$ cat src/hdl/bmaf_pkg.sv
// Shared types, constants and helpers for the slot bitmap find-free block.
`default_nettype none
package bmaf_pkg;

  localparam int unsigned MAP_BYTES_DEF = 128;
  localparam int unsigned CFG_W         = 8;
  localparam int unsigned IDX_W         = 10;
  localparam int unsigned TDATA_W       = 16;
  localparam logic [7:0]  FULL_BYTE     = 8'hFF;
  localparam logic [CFG_W-1:0] BYTES_IN_USE_RST = 8'd128;

  localparam logic [1:0] OP_WRITE = 2'd0;
  localparam logic [1:0] OP_TEST  = 2'd1;
  localparam logic [1:0] OP_FIND  = 2'd2;

  typedef struct packed {
    logic             status;
    logic [IDX_W-1:0] found_index;
    logic             bit_state;
  } res_t;

  // position of the lowest clear bit; 0 if the byte is full
  function automatic logic [2:0] lowest_clear(input logic [7:0] b);
    logic [2:0] pos;
    logic       hit;
    pos = 3'd0;
    hit = 1'b0;
    for (int i = 0; i < 8; i++) begin
      if (!hit && !b[i]) begin
        pos = 3'(i);
        hit = 1'b1;
      end
    end
    return pos;
  endfunction

endpackage
`default_nettype wire

$ cat src/hdl/bmaf_ram.sv
// Generic single-write, single-read RAM with registered read data.
`default_nettype none
module bmaf_ram #(
  parameter int unsigned WIDTH = 8,
  parameter int unsigned DEPTH = 128,
  localparam int unsigned AW   = (DEPTH > 1) ? $clog2(DEPTH) : 1
) (
  input  wire logic             clk_i,
  input  wire logic             we_i,
  input  wire logic [AW-1:0]    waddr_i,
  input  wire logic [WIDTH-1:0] wdata_i,
  input  wire logic [AW-1:0]    raddr_i,
  output logic      [WIDTH-1:0] rdata_o
);

  logic [WIDTH-1:0] mem [DEPTH];
  logic [WIDTH-1:0] rdata_q;

  always_ff @(posedge clk_i) begin
    if (we_i) begin
      mem[waddr_i] <= wdata_i;
    end
    rdata_q <= mem[raddr_i];
  end

  assign rdata_o = rdata_q;

endmodule
`default_nettype wire

$ cat src/hdl/bitmap_allocator_find_free_core.sv
// Top level of the slot bitmap: write bit, test bit and find first clear bit.
//
// The map lives in one MAP_BYTES x 8 RAM with a registered read.
// After reset the block sweeps the RAM to zero, one byte per cycle, and
// s_axis_tready stays low until the sweep is done (configuration writes are taken).
// A write or test issues the byte read in the accept cycle; in the next cycle
// the block reads the byte and, for a write, modifies and writes it back. A find
// reads map bytes in order from byte 0, up to the scan length, and stops at the
// first byte with a clear bit: the single read port delivers one map byte per cycle.
// Results land in an output register, so a new word is accepted while a result
// still waits; a second finished result is held until the output register frees up.
`default_nettype none
module bitmap_allocator_find_free_core #(
  parameter int unsigned MAP_BYTES = bmaf_pkg::MAP_BYTES_DEF
) (
  input  wire logic                        clk_i,
  input  wire logic                        rst_ni,
  input  wire logic                        cfg_we_i,
  input  wire logic [bmaf_pkg::CFG_W-1:0]  cfg_wdata_i,   // bytes_in_use
  input  wire logic                        s_axis_tvalid,
  output logic                             s_axis_tready,
  input  wire logic [bmaf_pkg::TDATA_W-1:0] s_axis_tdata, // [9:0] bit_index, [10] set_value
  input  wire logic [1:0]                  s_axis_tuser,  // [1:0] opcode
  output logic                             m_axis_tvalid,
  input  wire logic                        m_axis_tready,
  output logic [bmaf_pkg::TDATA_W-1:0]     m_axis_tdata,  // [0] bit_state, [10:1] found_index
  output logic                             m_axis_tuser   // [0] status
);
  import bmaf_pkg::*;

  localparam int unsigned AW  = (MAP_BYTES > 1) ? $clog2(MAP_BYTES) : 1;
  localparam int unsigned LWC = $clog2(MAP_BYTES + 1);
  localparam int unsigned LW  = (LWC > CFG_W) ? LWC : CFG_W;

  typedef enum logic [3:0] {
    ST_CLEAR  = 4'b0001,
    ST_IDLE   = 4'b0010,
    ST_ACCESS = 4'b0100,
    ST_WAIT   = 4'b1000
  } state_e;

  state_e           state_q, state_d;
  logic [CFG_W-1:0] cfg_q;
  logic [AW-1:0]    clr_q, clr_d;
  logic [1:0]       op_q;
  logic [2:0]       pos_q;
  logic             setv_q, in_rng_q;
  logic [AW-1:0]    addr_q;
  logic [LW-1:0]    len_q, cnt_q, cnt_d, cnt_nxt;
  res_t             res_q, res_d, res_c;
  logic             mvalid_q, mvalid_d;
  res_t             mres_q, mres_d;

  logic             ram_we;
  logic [AW-1:0]    ram_waddr, ram_raddr;
  logic [7:0]       ram_wdata, ram_rdata;

  logic             accept, out_free, done;
  logic [6:0]       in_byte;
  logic             in_rng;
  logic [LW-1:0]    len_in;
  logic [LW+2:0]    found_w;
  logic [7:0]       bit_mask;

  bmaf_ram #(
    .WIDTH (8),
    .DEPTH (MAP_BYTES)
  ) u_map (
    .clk_i   (clk_i),
    .we_i    (ram_we),
    .waddr_i (ram_waddr),
    .wdata_i (ram_wdata),
    .raddr_i (ram_raddr),
    .rdata_o (ram_rdata)
  );

  assign s_axis_tready = (state_q == ST_IDLE);
  assign accept        = s_axis_tvalid && s_axis_tready;
  assign out_free      = !mvalid_q || m_axis_tready;
  assign in_byte       = s_axis_tdata[9:3];
  assign in_rng        = LW'(in_byte) < LW'(MAP_BYTES);
  assign len_in        = (LW'(cfg_q) > LW'(MAP_BYTES)) ? LW'(MAP_BYTES) : LW'(cfg_q);
  assign cnt_nxt       = cnt_q + LW'(1);
  assign found_w       = {cnt_q, lowest_clear(ram_rdata)};
  assign bit_mask      = 8'(1) << pos_q;

  always_comb begin
    state_d   = state_q;
    clr_d     = clr_q;
    cnt_d     = cnt_q;
    res_d     = res_q;
    mvalid_d  = mvalid_q && !m_axis_tready;
    mres_d    = mres_q;
    ram_we    = 1'b0;
    ram_waddr = addr_q;
    ram_wdata = setv_q ? (ram_rdata | bit_mask) : (ram_rdata & ~bit_mask);
    ram_raddr = AW'(in_byte);
    res_c     = '0;
    done      = 1'b0;

    unique case (state_q)
      ST_CLEAR: begin
        ram_we    = 1'b1;
        ram_waddr = clr_q;
        ram_wdata = '0;
        clr_d     = clr_q + AW'(1);
        if (clr_q == AW'(MAP_BYTES - 1)) begin
          state_d = ST_IDLE;
        end
      end
      ST_IDLE: begin
        if (accept) begin
          state_d = ST_ACCESS;
          cnt_d   = '0;
          if (s_axis_tuser == OP_FIND) begin
            ram_raddr = '0;
          end
        end
      end
      ST_ACCESS: begin
        unique case (op_q)
          OP_WRITE: begin
            done   = 1'b1;
            ram_we = in_rng_q;
          end
          OP_TEST: begin
            done            = 1'b1;
            res_c.bit_state = in_rng_q && ram_rdata[pos_q];
          end
          OP_FIND: begin
            if (len_q == '0) begin
              done         = 1'b1;
              res_c.status = 1'b1;
            end else if (ram_rdata != FULL_BYTE) begin
              done              = 1'b1;
              res_c.found_index = found_w[IDX_W-1:0];
            end else if (cnt_nxt == len_q) begin
              done         = 1'b1;
              res_c.status = 1'b1;
            end else begin
              cnt_d     = cnt_nxt;
              ram_raddr = AW'(cnt_nxt);
            end
          end
          default: begin
            done = 1'b1;
          end
        endcase
        if (done) begin
          if (out_free) begin
            mvalid_d = 1'b1;
            mres_d   = res_c;
            state_d  = ST_IDLE;
          end else begin
            res_d   = res_c;
            state_d = ST_WAIT;
          end
        end
      end
      ST_WAIT: begin
        if (out_free) begin
          mvalid_d = 1'b1;
          mres_d   = res_q;
          state_d  = ST_IDLE;
        end
      end
      default: begin
        state_d = ST_IDLE;
      end
    endcase
  end

  always_ff @(posedge clk_i or negedge rst_ni) begin
    if (!rst_ni) begin
      state_q  <= ST_CLEAR;
      clr_q    <= '0;
      cfg_q    <= BYTES_IN_USE_RST;
      mvalid_q <= 1'b0;
    end else begin
      state_q  <= state_d;
      clr_q    <= clr_d;
      mvalid_q <= mvalid_d;
      if (cfg_we_i) begin
        cfg_q <= cfg_wdata_i;
      end
    end
  end

  always_ff @(posedge clk_i) begin
    cnt_q  <= cnt_d;
    res_q  <= res_d;
    mres_q <= mres_d;
    if (accept) begin
      op_q     <= s_axis_tuser;
      pos_q    <= s_axis_tdata[2:0];
      setv_q   <= s_axis_tdata[10];
      in_rng_q <= in_rng;
      addr_q   <= AW'(in_byte);
      len_q    <= len_in;
    end
  end

  assign m_axis_tvalid = mvalid_q;
  assign m_axis_tdata  = {{(TDATA_W - IDX_W - 1){1'b0}}, mres_q.found_index, mres_q.bit_state};
  assign m_axis_tuser  = mres_q.status;

endmodule
`default_nettype wire
$ cat config.mk
export PLATFORM = sky130hd
export DESIGN_NAME = bitmap_allocator_find_free_core
export DESIGN_NICKNAME = d
export VERILOG_FILES = /design/src/hdl/bmaf_pkg.sv /design/src/hdl/bmaf_ram.sv /design/src/hdl/bitmap_allocator_find_free_core.sv
export SDC_FILE = /design/constraint.sdc
export NUM_CORES = 2
export LEC_CHECK = 0
export BUFFER_PORTS_ARGS = -buffer_cell sky130_fd_sc_hd__buf_2
export CAP_MARGIN = 20
export CORE_ASPECT_RATIO = 0.75
export CORE_MARGIN = 2
export CORE_UTILIZATION = 35
export DETAILED_ROUTE_END_ITERATION = 10
export GPL_TIMING_DRIVEN = 0
export PLACE_DENSITY_LB_ADDON = 0.12
export RECOVER_POWER = 50
export SLEW_MARGIN = 15
export SYNTH_ARGS = -nofsm -noshare
export SYNTH_HDL_FRONTEND = slang
export SYNTH_SLANG_ARGS = --single-unit
$ cat constraint.sdc
create_clock -name clk_i -period 8.5 [get_ports clk_i]
set_input_delay 0 -clock clk_i [delete_from_list [all_inputs] [get_ports clk_i]]
set_output_delay 0 -clock clk_i [all_outputs]
set_load 0.01 [all_outputs]
**Word level (Yosys, flattened, before mapping)**

Memories as Yosys holds them, arrays and structs flattened. A register that Yosys moved wholly into a read port is not among the register bits.
Index checks and enable logic that the tools add are counted.

- Add/sub/neg operators: 2
- Magnitude comparators: 2
- Equal/unequal tests: 19
- Shifts and indexed selects: 1
- Muxes and demuxes: 60
- Bitwise operators: 4
- Reductions and logical operators: 33

Operators by type and width:

| kind | count |
|---|---|
| $mux W8 | 7 |
| $mux W7 | 7 |
| $mux W12 | 3 |
| $pmux W12 S2 | 1 |
| $mux W1 | 22 |
| $mux W10 | 2 |
| $mux W4 | 5 |
| $pmux W4 S4 | 1 |
| $pmux W8 S2 | 1 |
| $logic_not A1 Y1 | 15 |
| $mux W3 | 5 |
| $ne A2 B2 Y1 const B | 7 |
| $pmux W7 S2 | 1 |
| $mux W11 | 1 |
| $logic_and A1 B1 Y1 | 9 |
| $add A8 B1 Y8 const B | 1 |
| $and A8 B8 Y8 | 1 |
| $eq A8 B8 Y1 | 1 |
| $gt A8 B8 Y1 const B | 1 |
| $logic_not A8 Y1 | 1 |
| $ne A8 B8 Y1 const B | 1 |
| $not A8 Y8 | 1 |
| $or A8 B8 Y8 | 1 |
| $reduce_and A4 Y1 | 2 |
| other kinds (20) | 24 |

- Register bits: 73
- Bits in writable memories: 1,024
- Input bits: 31
- Output and inout port bits: 19
- Logic and storage cells: 138
- Memories: 1

Memory list:

| memory | words | bits a word | rd ports | clocked after Yosys merged registers in | write ports | RTL line | RTL |
|---|---|---|---|---|---|---|---|
| u_map.mem | 128 | 8 | 1 | 1 | 1 | bmaf_ram.sv:16 | `logic [WIDTH-1:0] mem [DEPTH];` |

**Longest topological paths before layout**

- Depth in word-level cells: 27
- Mapped depth: 17
- Mapped depth without buffers: 12

**Modules after synthesis**

Synthesis repeated with hierarchy kept, for this count alone.

- Cells, all modules: 1,914
- Area total of the unflattened synthesis: 43,337.8 µm²

By module, submodules not included:

| module | times used | cells an instance | area each (µm²) | sequential area each (µm²) |
|---|---|---|---|---|
| bmaf_ram | 1 | 1,635 | 39,665.5 | 30,909.6 |
| bitmap_allocator_find_free_core | 1 | 279 | 3,672.3 | 2,094.5 |

**Worst setup path before layout**

Ideal clock, no wire load.

- Path kind: flip-flop to flip-flop
- Start point: register state_q[0]
- End point: memory u_map.mem[0][2], data pin
- Setup time: 0.890 ns
- Data arrival time: 4.428 ns
- Data required time: 7.610 ns
- Path slack: 3.182 ns
- Stages on the path, launching flop included: 5
- Path buffers: 2
- Period minus slack after synthesis: 5.318 ns
- Path through: dfstp_2 -> nor4b_1 -> clkbuf_1 -> clkbuf_1 -> a21oi_1

- Word-level cells in the longest chain between the ends: 2

RTL lines:

| element | RTL line | RTL |
|---|---|---|
| start, declared | bitmap_allocator_find_free_core.sv:42 | `state_e state_q, state_d;` |
| start signal, assigned | bitmap_allocator_find_free_core.sv:180 | `state_q <= state_d;` |
| $eq A4 B1 Y1 | bitmap_allocator_find_free_core.sv:101 | `unique case (state_q)` |
| $mux W8 | bitmap_allocator_find_free_core.sv:101 |  |
| net ram_wdata[2] | bitmap_allocator_find_free_core.sv:56 | `logic [7:0] ram_wdata, ram_rdata;` |
| end, declared | bmaf_ram.sv:16 |  |

The timed path passes the listed nets, and every way through them passes these cells.

**Final worst setup path**

- Start point: register cnt_q[0]
- End point: register u_map.rdata_q[7] (netlist: u_map.rdata_o[7]), read port of u_map.mem

- Word-level cells in the longest chain between the ends: 7

RTL lines:

| element | RTL line | RTL |
|---|---|---|
| start, declared | bitmap_allocator_find_free_core.sv:49 | `logic [LW-1:0] len_q, cnt_q, cnt_d, cnt_nxt;` |
| start signal, assigned | bitmap_allocator_find_free_core.sv:190 | `cnt_q <= cnt_d;` |
| $add A8 B1 Y8 * | bitmap_allocator_find_free_core.sv:83 | `assign cnt_nxt = cnt_q + LW'(1);` |
| $eq A8 B8 Y1 | bitmap_allocator_find_free_core.sv:137 | `end else if (cnt_nxt == len_q) begin` |
| $mux W7 * | bitmap_allocator_find_free_core.sv:137 |  |
| $mux W7 * | bitmap_allocator_find_free_core.sv:134 | `end else if (ram_rdata != FULL_BYTE) begin` |
| $mux W7 * | bitmap_allocator_find_free_core.sv:131 | `if (len_q == '0) begin` |
| $mux W7 * | bitmap_allocator_find_free_core.sv:121 | `unique case (op_q)` |
| $pmux W7 S2 * | bitmap_allocator_find_free_core.sv:101 |  |
| end, declared | bmaf_ram.sv:17 | `logic [WIDTH-1:0] rdata_q;` |

Every way passes the cells marked *; elsewhere a longest branch is shown, timed or not.
A chain may end at the register's enable or synchronous reset.

==> results.toml <==
[clock_tree]
post_cts_buffers = 0
hold_buffers = 52
cts_buffers = 110
clock_path_buffers = 3
clock-root-buffer = "clkbuf_16"
cts.sinks = 1105
ctsResizeCount = 0
cts_tree = "done"
clkLatencyLatePin_ps = 760
htreeDepth = 3
path_clk_slew_ps = 60

[placement]
placedCellCount = 5115
hpwl_um = 114900
placed_area_mm2 = 0.04823
place.gp.congestion = 0.9507
port_buffers = 38

[finish]
mostFrequentLayoutCell = "edfxtp_1"
postLayoutCellArea_mm2 = 0.05137
seq_area_mm2 = 0.03300
nNetsFinal = 3652
fillCellCount = 12057
multi_input_area_mm2 = 0.01089
n_antenna_cell = 0
drive_gt1_share_pct = 8.880
area_growth_pct = 14.99
final_cell_mix = "1,077 x edfxtp_1, 891 x nand2_1, 334 x nand3_1"
instances_no_fill = 5372

[synth]
synth_cell_types = 73
ys_dominant_reg_cell = "edfxtp_1"
syn_avg_cell_area_um2 = 13.36
synthCells = 3345
synth_warnings = 0
synth-async-reset-ratio_pct = 1.810
netlist_area_mm2 = 0.04467
ys_seq_elements = 1105
synth-edff-count = 1077
synth_seq_area_share_pct = 73.88

[global_routing]
grt_usage_pct = 24.15
grt_pass1_vias = 27882
grt-ovfl-total = 0
grt_max_degree = 35
grt_pass1_wl_um = 221300
antenna_found_initial = 8

[setup_path]
cp_common_cell = "buf_2"
cp_max_fo = 10
cpLargestDelayFamily = "simple AND/OR/NAND/NOR gates"
crit_type = "flip-flop to flip-flop"
cp.arrival_ps = 7250
critical_path.slowest_cell = "nor4_1"
max_stage_delay_ps = 960
cp_cell_sequence = "ha_1, nand3_1, xnor2_1, o211ai_1, o31ai_4, buf_6, mux2i_1, buf_2, buf_2, buf_2, nand2_1, nand3_1, a21oi_1, nor4_1, nand4_1, nor4_1"
cp_num_buf_inv = 4
cp.required_ps = 9080
worst_setup_path_end_kind = "flip-flop"
cp.depth = 16
start_kind = "flip-flop"
reg2reg_depth = 16

[sta]
rsz0062_at_grt = "no"
fin_crit_sh_pct = 78.54
fin_crit_ps = 6676
holdWs_ps = 101.2
finClkSkew_ps = 37.59
slew_viol_final = 327
fmax_mhz = 149.8
slew-limit-headroom_pct = -16.18
setup_viol = 0
worst_slew_pin_slew_ps = 1743
hold_viol = 0

[floorplanning]
die_area_mm2 = 0.1305
core_area_mm2 = 0.1267
num_io_pins = 50
initial_utilization_pct = 35.26
die_y_um = 313.4
die_w_um = 416.5
rows = 113

[power]
p_leak_nw = 17.29
power_density_mw_per_mm2 = 262.6
power_mw = 13.49
peakVddDrop_mv = 0.1673

[drt]
dr.pass1.iters = 5
wl_um = 159600
vias_per_cell = 5.598
ant_nets = 0
drcViolationCount = 0
via_count = 30074
drt_iter0_drc = 4245
wl_per_cell_um = 29.71

[outcome]
outcome = "finished with violations"
violations = "max-capacitance violations, max-slew violations"

[min_path]
min_path_cells = 2
hp-class = "primary input to flip-flop"

[job]
cap_violations = 13
## cells in the mapped netlist (9+ instances only)
cell type  instances  area [um2]
xor2_1             9       78.83
a22oi_1           10       75.07
nand2_1          891        3344
buf_4             12       90.09
o21ai_0           16       80.08
buf_1             25       93.84
nand3_1          334        1672
mux2_2            23       259.0
nand3b_1          13       97.59
nand4_1           23       143.9
a31oi_1           42       262.8
xnor2_1           14       122.6
nor4_1            14       87.58
and3_1            42       262.8
mux2i_1          121        1211
o31ai_1           12       90.09
edfxtp_1        1077       32340
a32o_1            15       150.1
a21oi_1           80       400.4
clkbuf_1          75       281.5
nand2b_1          10       62.56
a32oi_1           42       367.9
and2_1            15       93.84
nor3_1            17       85.08
nor2b_1            9       56.30
dfrtp_1           18       450.4
buf_2             69       345.3
nor2_1           182       683.2
## report_power, final
group	internal [mW]	switching, mW
logic	0.411	1.65
registers	6.62	0.0610
clock network	2.57	2.18
## kinds of logic (layout without fill, tap and decap cells)
kind of cell | count (synthesis) | after routing | share of synthesized area (%)
compound gates | 300 | 300 | 4.876
mux | 147 | 147 | 3.425
buf+inv | 189 | 545 | 1.949
simple gates | 1578 | 1578 | 15.35
xor+xnor | 23 | 23 | 0.4509
flops | 1105 | 1105 | 73.88
other cells | 1 | 5 | 0.008394
fa+ha+maj | 2 | 2 | 0.05601
## worst paths after layout
path | startpoint | to | slack [ps]
setup / recovery | cnt_q[0] | u_map.rdata_o[7] | 1820
min in group asynchronous | rst_ni | state_q[0] | 500
max in group asynchronous | rst_ni | cfg_q[6] | 6380
setup reg to reg | cnt_q[0] | u_map.rdata_o[7] | 1820
hold / removal | s_axis_tdata[6] | addr_q[3] | 100
hold reg to reg | clr_q[2] | clr_q[2] | 540
## per-stage QoR
step | util [%] | TNS [ps] | setup WS, ps
floorplan | - | 0 | 3182
global placement | 37.07 | -2322170 | -4755
detailed placement | 38.07 | 0 | 1882
CTS | 41.16 | 0 | 1854
global route | 40.55 | 0 | 1527
finish | 40.55 | 0 | 1824
## state kept, by name, indices dropped and copies added (netlist names)
name           flops
addr_q             7
cfg_q              8
clr_q              7
cnt_q              8
len_q              8
m_axis_tdata      11
m_axis_tuser       1
m_axis_tvalid      1
op_q               2
pos_q              3
res_q             12
setv_q             1
state_q            4
u_map.mem       1024
u_map.rdata_o      8
## cell type report
class                           instances  share of cell area (%)
Clock inverter                         60                   1.043
Multi-Input combinational cell       2055                   21.20
Tap cell                             1667                   4.060
Buffer                                185                   1.664
Sequential cell                      1105                   64.25
Inverter                                4                 0.02923
Clock buffer                          138                   5.563
Timing Repair Buffer                  158                   2.192
## layer usage
| metal | track usage (%) | vias to the layer above | routed length, um |
|---|---|---|---|
| met5 | 0 | - | 27 |
| met4 | 6.670 | 4 | 4788 |
| met3 | 5.962 | 268 | 16420 |
| met2 | 33.31 | 1481 | 64940 |
| met1 | 37.40 | 15406 | 73420 |
| li1 | - | 12915 | - |
No activity file was read; power rests on OpenSTA's default activity.
